## src/design/rmq_sqrt.sv

```systemverilog
// Pipelined integer square root, one root bit per stage.
// Uses no package items; instantiated by the top level.
`default_nettype none
module rmq_sqrt #(
	parameter int AW = 18,
	parameter int F  = 14
) (
	input  wire logic                                   clk,
	input  wire logic                                   en,
	input  wire logic [AW-1:0]                          arg,
	output logic [((AW+F)+((AW+F)%2))/2-1:0]            root
);
	localparam int NB = (AW + F) + ((AW + F) % 2);
	localparam int RB = NB / 2;

	logic [RB+2:0] rem_s  [1:RB];
	logic [NB-1:0] n_s    [1:RB];
	logic [RB-1:0] root_s [1:RB];

	genvar i;
	generate
		for (i = 0; i < RB; i++) begin : g_stage
			logic [RB+2:0] rem_in;
			logic [NB-1:0] n_in;
			logic [RB-1:0] root_in;
			logic [RB+2:0] cat;
			logic [RB+2:0] trial;
			logic          ge;

			// Stage inputs: the argument scaled to the root format, or the previous stage.
			if (i == 0) begin : g_first
				assign rem_in  = '0;
				assign n_in    = NB'({arg, {F{1'b0}}});
				assign root_in = '0;
			end else begin : g_next
				assign rem_in  = rem_s[i];
				assign n_in    = n_s[i];
				assign root_in = root_s[i];
			end

			// Bring down two bits and try the next root bit.
			assign cat   = {rem_in[RB:0], n_in[NB-1 -: 2]};
			assign trial = {1'b0, root_in, 2'b01};
			assign ge    = (cat >= trial);

			always_ff @(posedge clk) begin
				if (en) begin
					root_s[i+1] <= {root_in[RB-2:0], ge};
				end
			end

			if (i < RB - 1) begin : g_rem
				always_ff @(posedge clk) begin
					if (en) begin
						rem_s[i+1] <= ge ? (cat - trial) : cat;
						n_s[i+1]   <= {n_in[NB-3:0], 2'b00};
					end
				end
			end
		end
	endgenerate

	assign root = root_s[RB];

endmodule
`default_nettype wire

```

## config.mk

```make
export PLATFORM = sky130hd
export DESIGN_NAME = rmq_sqrt
export DESIGN_NICKNAME = d
export VERILOG_FILES = /design/src/design/rmq_sqrt.sv
export SDC_FILE = /design/constraint.sdc
export NUM_CORES = 1
export LEC_CHECK = 0
export ABC_AREA = 1
export BUFFER_PORTS_ARGS = -buffer_cell sky130_fd_sc_hd__buf_2
export CAP_MARGIN = 30
export CORE_MARGIN = 2
export CORE_UTILIZATION = 40
export CTS_BUF_LIST = sky130_fd_sc_hd__clkbuf_4 sky130_fd_sc_hd__clkbuf_8
export CTS_CLUSTER_DIAMETER = 200
export CTS_CLUSTER_SIZE = 16
export DETAILED_ROUTE_END_ITERATION = 10
export GPL_TIMING_DRIVEN = 0
export PLACE_DENSITY = 0.62
export REMOVE_ABC_BUFFERS = 1
export SLEW_MARGIN = 20
export SYNTH_ARGS = -nofsm -noshare
export SYNTH_HDL_FRONTEND = slang
export SYNTH_SLANG_ARGS = --single-unit
```

## constraint.sdc

```tcl
create_clock -name clk -period 2.5 [get_ports clk]
set_clock_uncertainty 0.05 [all_clocks]
set_input_delay 0.25 -clock clk [delete_from_list [all_inputs] [get_ports clk]]
set_output_delay 0.25 -clock clk [all_outputs]
set_load 0.01 [all_outputs]
```

==> impl_metrics.env <==
export IMPL_cts_clk_slew_worst_paths_ps=110
export IMPL_areaGrowthSynthToFinish_pct=7.51
export IMPL_setup_viol=0
export IMPL_final_period_utilization_pct=94.6
export IMPL_grt_max_degree=107
export IMPL_cts_buffer_depth=3
export IMPL_post_synth_cell_area_avg_um2=8.69
export IMPL_syn_area_um2=25500
export IMPL_die_h_um=256
export IMPL_synth_top_cell_area_share_pct=51.8
export IMPL_clk_latency_ps=690
export IMPL_dpl_cell_area_um2=26600
export IMPL_slew_headroom_pct=54.8
export IMPL_grt_pass1_wl_um=84700
export IMPL_synth_common_cells="nand2_1, inv_1, edfxtp_1"
export IMPL_yosys_area_top_type="edfxtp_1"
export IMPL_cts_max_level=1
export IMPL_critical_path_class="flip-flop to flip-flop"
export IMPL_root_buffer="clkbuf_8"
export IMPL_critPathArrivalTime_ps=2720
export IMPL_seq_area_frac_synth_pct=51.8
export IMPL_ys_warn_count=0
export IMPL_start_util_pct=40.5
export IMPL_ant_nets=0
export IMPL_firstDrtPassIters=7
export IMPL_hp_class="input pin to flip-flop"
export IMPL_outcome="completed"
export IMPL_final_area_um2=27400
export IMPL_portBuffers=35
export IMPL_power_density_nw_per_um2=631
export IMPL_hold_viol=0
export IMPL_num_vias=18100
export IMPL_maxCapViolCount=0
export IMPL_rsz0062_at_grt="false"
export IMPL_min_period_ps=2360
export IMPL_grt_pass1_vias=17700
export IMPL_grtUsageTotal_pct=15.4
export IMPL_crit_required_ps=2860
export IMPL_numCtsBuffers=31
export IMPL_startpoint="rem_s[0][238]$_DFFE_PP_"
export IMPL_dp_hpwl_um=38400
export IMPL_async_flop_share_pct=0
export IMPL_worst_setup_path_end_kind="flip-flop"
export IMPL_dieArea_um2=65700
export IMPL_ys_top_cells_by_area="edfxtp_1, nand2_1, inv_1"
export IMPL_drc=0
export IMPL_ys_ff_latch=439
export IMPL_fp_dieW_um=256
export IMPL_globalRouteOverflowTotal=0
export IMPL_coreArea_um2=63000
export IMPL_synth_edf_count=439
export IMPL_drive_gt1_share_pct=5.33
export IMPL_ios=36
export IMPL_max_freq_ghz=0.423
export IMPL_min_from="en"
export IMPL_drt_initial_drc_count=1008
export IMPL_layout_nets=3166
export IMPL_synth_flop_cell="edfxtp_1"
export IMPL_wl_per_cell_um=13.0
export IMPL_leakage_nw=12.8
export IMPL_synth_cells=2931
export IMPL_reg2reg_from="rem_s[0][238]$_DFFE_PP_"
export IMPL_yosysMostFrequentCell="nand2_1"
export IMPL_finalPower_mw=17.3
export IMPL_vias_per_cell=4.72
export IMPL_peakVddDrop_uv=422
export IMPL_slew_viol_final=0
export IMPL_tightestPinTransition_ps=672
export IMPL_crit_path_start_kind="flip-flop"
export IMPL_antenna_found_initial=2
export IMPL_gp_congestion=0.848
export IMPL_routed_wl_um=50200
export IMPL_worstPathMaxFanout=19
export IMPL_cts_tree="built"
export IMPL_cts_sinks=439
export IMPL_synth_cell_type_count=44
export IMPL_rows=92
kinds of logic (layout without fill, tap and decap cells):
kind of cell	count (synthesis)	after routing	synth area share, %
and+or+nand+nor	1528	1528	25.6
xor gates and xnor gates	84	84	2.89
DFF	439	439	51.8
AOI/OAI and AO/OA	182	182	3.92
adders and majority gates	145	145	7.30
other	1	2	0.0147
buffers and inverters	552	622	8.51
layout by cell type, fill, tap and decap left out, drive strengths merged:
cell	instances
nand3b	18
a21boi	1
diode	1
and2	6
o31ai	1
a21oi	109
clkinvlp	1
nor2	229
fa	6
nor3b	2
dlygate4sd3	19
conb	1
a21o	3
nand4	41
ha	139
or2	7
xnor2	25
nor2b	1
edfxtp	439
nand2b	1
clkbuf	31
o21a	2
nand3	248
inv	530
o21ai	61
o21bai	4
nand2	934
nor3	39
buf	41
xor2	59
a31oi	1
nor4	2
area by class of cell:
class                      instances  area (um^2)
clock buffer                      31          427
antenna                            1         2.50
inverter                         529         1990
clock inverter                     2         18.8
tap                              846         1060
timing repair buffer              60          513
sequential                       439        13200
multi-input combinational       1940        10200
fill                            6164        35600
report_power, final:
group,leakage [nW],internal [mW],total [mW],switching (mW)
Combinational,8.41,1.52,4.28,2.76
Sequential,4.13,9.14,9.64,0.500
Clock,0.229,1.12,3.36,2.24
what timing repair did:
item                       CTS  global route
setup buffers                0             1
hold buffers                19             0
pin swaps                    0             1
setup endpoints to repair   48            97
hold endpoints to repair    19             0
gates cloned                 0             0
resized for setup            5            14
registers in the layout, indices dropped and copies added, names as in the netlist:
name / flops
root_s: 136
rem_s: 231
n_s: 72
metrics by stage:
stage               hold WS (ps)  setup WS, ps  instances  util [%]  setup TNS (ps)
floorplan                    299           343       2908         -               0
global placement             351         -5360       3789      42.1        -2341650
detailed placement           355          -212       3794      42.3           -4270
CTS                         6.20          26.3       3846      43.4               0
global route                31.4          12.9       3848      43.5               0
finish                      23.5           135       3848      43.5               0
worst max-delay path, stage by stage (launching register included):
cell      delay [ps]
edfxtp_1         430
ha_1             380
nand2_1           90
nand2_1           80
nand2_1           60
nand2_1           80
nor2_2           470
nand2_4          260
nand2_1          130
nand2_1           70
final timing paths:
| kind | end | slack [ps] | depth (start not counted) |
|---|---|---|---|
| setup / recovery | rem_s[0][257]$_DFFE_PP_ | 140 | 9 |
| hold / removal | n_s[0][44]$_DFFE_PP_ | 20 | 1 |
| setup reg to reg | rem_s[0][257]$_DFFE_PP_ | 140 | 9 |
| hold reg to reg | n_s[0][209]$_DFFE_PP_ | 360 | 0 |
per-layer routing:
metal  vias to the layer above  part of all wire [%]  global-route usage [%]
met4                         4                   2.3                    4.21
met1                      8232                    44                    18.9
li1                       9603                     -                       -
met3                        76                   3.1                    1.59
met2                       231                    51                    28.6
met5                         -                 0.048                       0
Note: power is estimated with default switching activity, not from simulation.
