--- src/design/rmq_div.sv ---
// Pipelined rounded division of one magnitude by twice the root, one quotient
// bit per stage, with an early overflow flag. No package items used.
`default_nettype none
module rmq_div #(
	parameter int W  = 16,
	parameter int F  = 14,
	parameter int RB = 16
) (
	input  wire logic           clk,
	input  wire logic           en,
	input  wire logic [W:0]     mag,
	input  wire logic           neg,
	input  wire logic [RB-1:0]  root,
	output logic [W-1:0]        quo,
	output logic                ovf,
	output logic                neg_out
);
	localparam int NW = W + F + 1;
	localparam int XW = (NW > RB + 1 + W) ? NW : (RB + 1 + W);

	logic [XW-1:0] rem_s [0:W-1];
	logic [RB:0]   d_s   [0:W-1];
	logic [W-1:0]  q_s   [0:W];
	logic          ovf_s [0:W];
	logic          neg_s [0:W];

	logic [XW-1:0] num;
	logic [XW-1:0] dtop;

	// Numerator mag * 2^F + root, so the quotient comes out rounded.
	assign num  = XW'({mag, {F{1'b0}}}) + XW'(root);
	assign dtop = XW'({root, 1'b0}) << W;

	always_ff @(posedge clk) begin
		if (en) begin
			rem_s[0] <= num;
			d_s[0]   <= {root, 1'b0};
			q_s[0]   <= '0;
			ovf_s[0] <= (num >= dtop);
			neg_s[0] <= neg;
		end
	end

	genvar k;
	generate
		for (k = 0; k < W; k++) begin : g_stage
			logic [XW-1:0] dsh;
			logic          ge;

			// Test quotient bit W-1-k.
			assign dsh = XW'(d_s[k]) << (W - 1 - k);
			assign ge  = (rem_s[k] >= dsh);

			always_ff @(posedge clk) begin
				if (en) begin
					q_s[k+1]   <= {q_s[k][W-2:0], ge};
					ovf_s[k+1] <= ovf_s[k];
					neg_s[k+1] <= neg_s[k];
				end
			end

			if (k < W - 1) begin : g_rem
				always_ff @(posedge clk) begin
					if (en) begin
						rem_s[k+1] <= ge ? (rem_s[k] - dsh) : rem_s[k];
						d_s[k+1]   <= d_s[k];
					end
				end
			end
		end
	endgenerate

	assign quo     = q_s[W];
	assign ovf     = ovf_s[W];
	assign neg_out = neg_s[W];

endmodule
`default_nettype wire

--- config.mk ---
export PLATFORM = sky130hd
export DESIGN_NAME = rmq_div
export DESIGN_NICKNAME = d
export VERILOG_FILES = /design/src/design/rmq_div.sv
export SDC_FILE = /design/constraint.sdc
export NUM_CORES = 1
export LEC_CHECK = 0
export BUFFER_PORTS_ARGS = -buffer_cell sky130_fd_sc_hd__buf_2
export CAP_MARGIN = 20
export CORE_MARGIN = 2
export CORE_UTILIZATION = 30
export DETAILED_ROUTE_END_ITERATION = 10
export PLACE_DENSITY_LB_ADDON = 0.05
export SYNTH_ARGS = -nofsm -noshare
export SYNTH_HDL_FRONTEND = slang
export SYNTH_SLANG_ARGS = --single-unit
--- constraint.sdc ---
create_clock -name clk -period 9.5 [get_ports clk]
set_input_delay 0.475 -clock clk [delete_from_list [all_inputs] [get_ports clk]]
set_output_delay 0.475 -clock clk [all_outputs]
set_load 0.005 [all_outputs]
==> reports/metrics.csv <==
metric,value,unit
vias,27200,
cts_buffers,99,
vdd_ir_drop_max,137,uV
reg2reg_to,rem_s[0][257],
syn-num-nets,3962,
synth_top_cell_area_share,56.7,%
power_density,286,nW/um2
hold_depth,3,
r2r_slack,5.47,ns
post-place-ws,5.45,ns
synth.distinct_cells,78,
drt_iter0_markers,1814,
synth.area.top_cells,"edfxtp_1, ha_1, a21oi_1",
cts_buffer_depth,3,
cts_tree,yes,
yosysMostFrequentCell,edfxtp_1,
cts_root_buffer,clkbuf_16,
crit_chain,inv_1 > ha_1 > nor2b_1 > o21ai_0 > a21boi_0 > o31ai_1 > a21oi_1 > a221o_1 > clkinv_1 > nor3_1 > xor2_1,
finalInstanceArea,48800,um2
power.share.clock,28.2,%
setup-tns-final,0,ns
syn_inst,3638,
synthFlopType,edfxtp_1,
ys_seq_area_share,56.7,%
yosysWarnings,0,
synthTopCellsByCount,"edfxtp_1, inv_1, a21oi_1, nor2_1, ha_1",
slew_headroom,24.4,%
power.total,14000,uW
synth_top_cell_by_area,edfxtp_1,
drive_gt1_share,7.84,%
grt_usage,14.4,%
fp.coreArea,141000,um2
final-setup-viol-count,0,
finClkSkew,0.0466,ns
cts.sinks,807,
num_rows,138,
cpMaxStageDelayCell,a221o_1,
holdWs,0.135,ns
p_int,9300,uW
tightest_slew,1.12,ns
total_leakage_power,0.0187,uW
drt-vias-per-instance,4.74,
dr.pass1.iters,5,
max_freq,248,MHz
nFillCells,14000,
maxSlewViolCount,0,
r2r_cells,11,
nNetsFinal,4083,
path_class,reg2reg,
cp.arrival,4.49,ns
wirelength,105000,um
synth_seq_cells,807,
worstPathMaxFanout,26,
initial_core_util,30.2,%
syn_to_final_growth,14.3,%
ctsResizeCount,0,
route.detailed.drc,0,
power_switching_share,33.5,%
synth_edf_count,807,
rsz0062_at_grt,false,
die_y,381,um
final_hold_viol_count,0,
hp-start,mag[3],
status,completed,
die_w,381,um
io-pin-count,54,
seqPwrFrac,39.7,%
final_antenna_net_count,0,
die_area,145000,um2
worstPathRequired,9.95,ns
grt_pass1_vias,27100,
synthArstFlopShare,0,%
layout_min_cycle_time,4.03,ns
combPwrFrac,32.1,%
grt_pass1_wl,164000,um
antenna_found_initial,1,
clock_latency,0.71,ns
place_hpwl,77700,um
worstHoldEndpoint,rem_s[0][17],
hp-class,in2reg,
place_area,45200,um2
grt_max_degree,180,
syn-cell-area,42700,um2
portBuffers,53,
wl_per_cell,18.3,um
avgSynthCellArea,11.7,um2
cpPeakStageDelay,0.92,ns
r2r-start,rem_s[0][199],
start_kind,register,
worstSetupEndpointType,register,
fin_crit_sh,42.5,%
h-tree-depth,3,
overflow,0,
fin_ws,5.47,ns
clk_pin_slew,0.06,ns
power.switching,4680,uW
gp_congestion,0.794,
cap_violations,0,
repair_timing:
action,in CTS,in global routing
setup endpoints to repair,0,0
endpoints found under the hold margin,17,0
buffers inserted,0,0
hold buffers,17,0
worst max-delay path by stage:
stage	slack (ns)	end	cells after the start	from
2_1_floorplan	6.24	ovf_s[0][0]	16	mag[0]
3_3_place_gp	5.26	rem_s[1][193]	8	rem_s[1][154]
3_5_place_dp	5.45	rem_s[1][259]	9	rem_s[1][220]
4_1_cts	5.44	rem_s[1][259]	9	rem_s[1][220]
5_1_grt	5.08	rem_s[0][257]	11	rem_s[0][199]
6_report	5.47	rem_s[0][257]	11	rem_s[0][199]
per-stage QoR:
| stage | util, % | instances |
|---|---|---|
| floorplan | - | 3638 |
| global placement | 32.0 | 5530 |
| detailed placement | 32.0 | 5530 |
| CTS | 34.5 | 5728 |
| global route | 34.5 | 5729 |
| finish | 34.5 | 5730 |
per-layer routing:
metal  GRT usage (%)  part of all wire, %  up-vias
li1                -                    -    13600
met1            20.5                   49    13100
met2            22.9                   46      357
met3            2.19                  3.3      128
met4            3.69                  2.1        0
met5               0                    0        -
power by group through the flow:
| stage | clock [uW] | sequential [uW] | combinational, uW |
|---|---|---|---|
| 6_report | 3940 | 5550 | 4490 |
| 5_1_grt | 4230 | 5640 | 5070 |
| 4_1_cts | 4110 | 5580 | 4530 |
| 3_5_place_dp | 0 | 5640 | 4480 |
| 3_3_place_gp | 0 | 5640 | 4550 |
| 2_1_floorplan | 0 | 5330 | 3380 |
cells in the final DEF (no fill, tap or decap), types with 19 or more instances in the layout:
| cell type | count |
|---|---|
| o21ai_0 | 144 |
| a211oi_1 | 31 |
| buf_2 | 52 |
| nand2_1 | 181 |
| xor2_1 | 150 |
| nor3_1 | 88 |
| a21oi_1 | 296 |
| nor4_1 | 46 |
| nand4_1 | 51 |
| o21bai_1 | 26 |
| nand3_1 | 60 |
| edfxtp_1 | 807 |
| or3_1 | 31 |
| xnor2_1 | 159 |
| mux2_2 | 46 |
| o31ai_1 | 20 |
| nor2_1 | 295 |
| nand2b_1 | 58 |
| clkinv_1 | 22 |
| a21o_1 | 91 |
| ha_1 | 272 |
| o21a_1 | 47 |
| inv_1 | 334 |
| nor2b_1 | 44 |
| clkbuf_16 | 100 |
| a31oi_1 | 19 |
| buf_4 | 19 |
sequential cells by signal, indices dropped and copies added (netlist names):
signal  flops
q_s       136
neg_s      17
d_s       110
rem_s     527
ovf_s      17
worst max-delay path, delay by kind of cell (launching register included):
kind                     cells  cell delay [ns]
AO/OA/AOI/OAI                5             1.94
buffers and inverters        2             0.59
AND/OR/NAND/NOR              2             0.44
flip-flops                   1             0.41
adder cells (fa/ha/maj)      1             0.29
XOR/XNOR                     1             0.10
area by class of cell:
type	count	area, um2	share of cell area [%]
clock inverters	63	805	1.65
diodes	1	2.50	0.00513
clock buffers	118	2570	5.26
well taps	1890	2360	4.84
multi-input cells	2420	16900	34.6
repair buffers	93	676	1.38
flip-flops and latches	807	24200	49.6
inverters	338	1270	2.60
logic make-up after synthesis:
logic type / count (synthesis) / share of synthesized area [%]
xor gates and xnor gates: 309 / 6.33
and+or+nand+nor: 982 / 11.6
muxes: 57 / 1.50
adders and majority gates: 288 / 8.72
buffers and inverters: 411 / 3.78
DFF: 807 / 56.7
AOI/OAI and AO/OA: 784 / 11.4
Power figures use the tool's default switching activity.
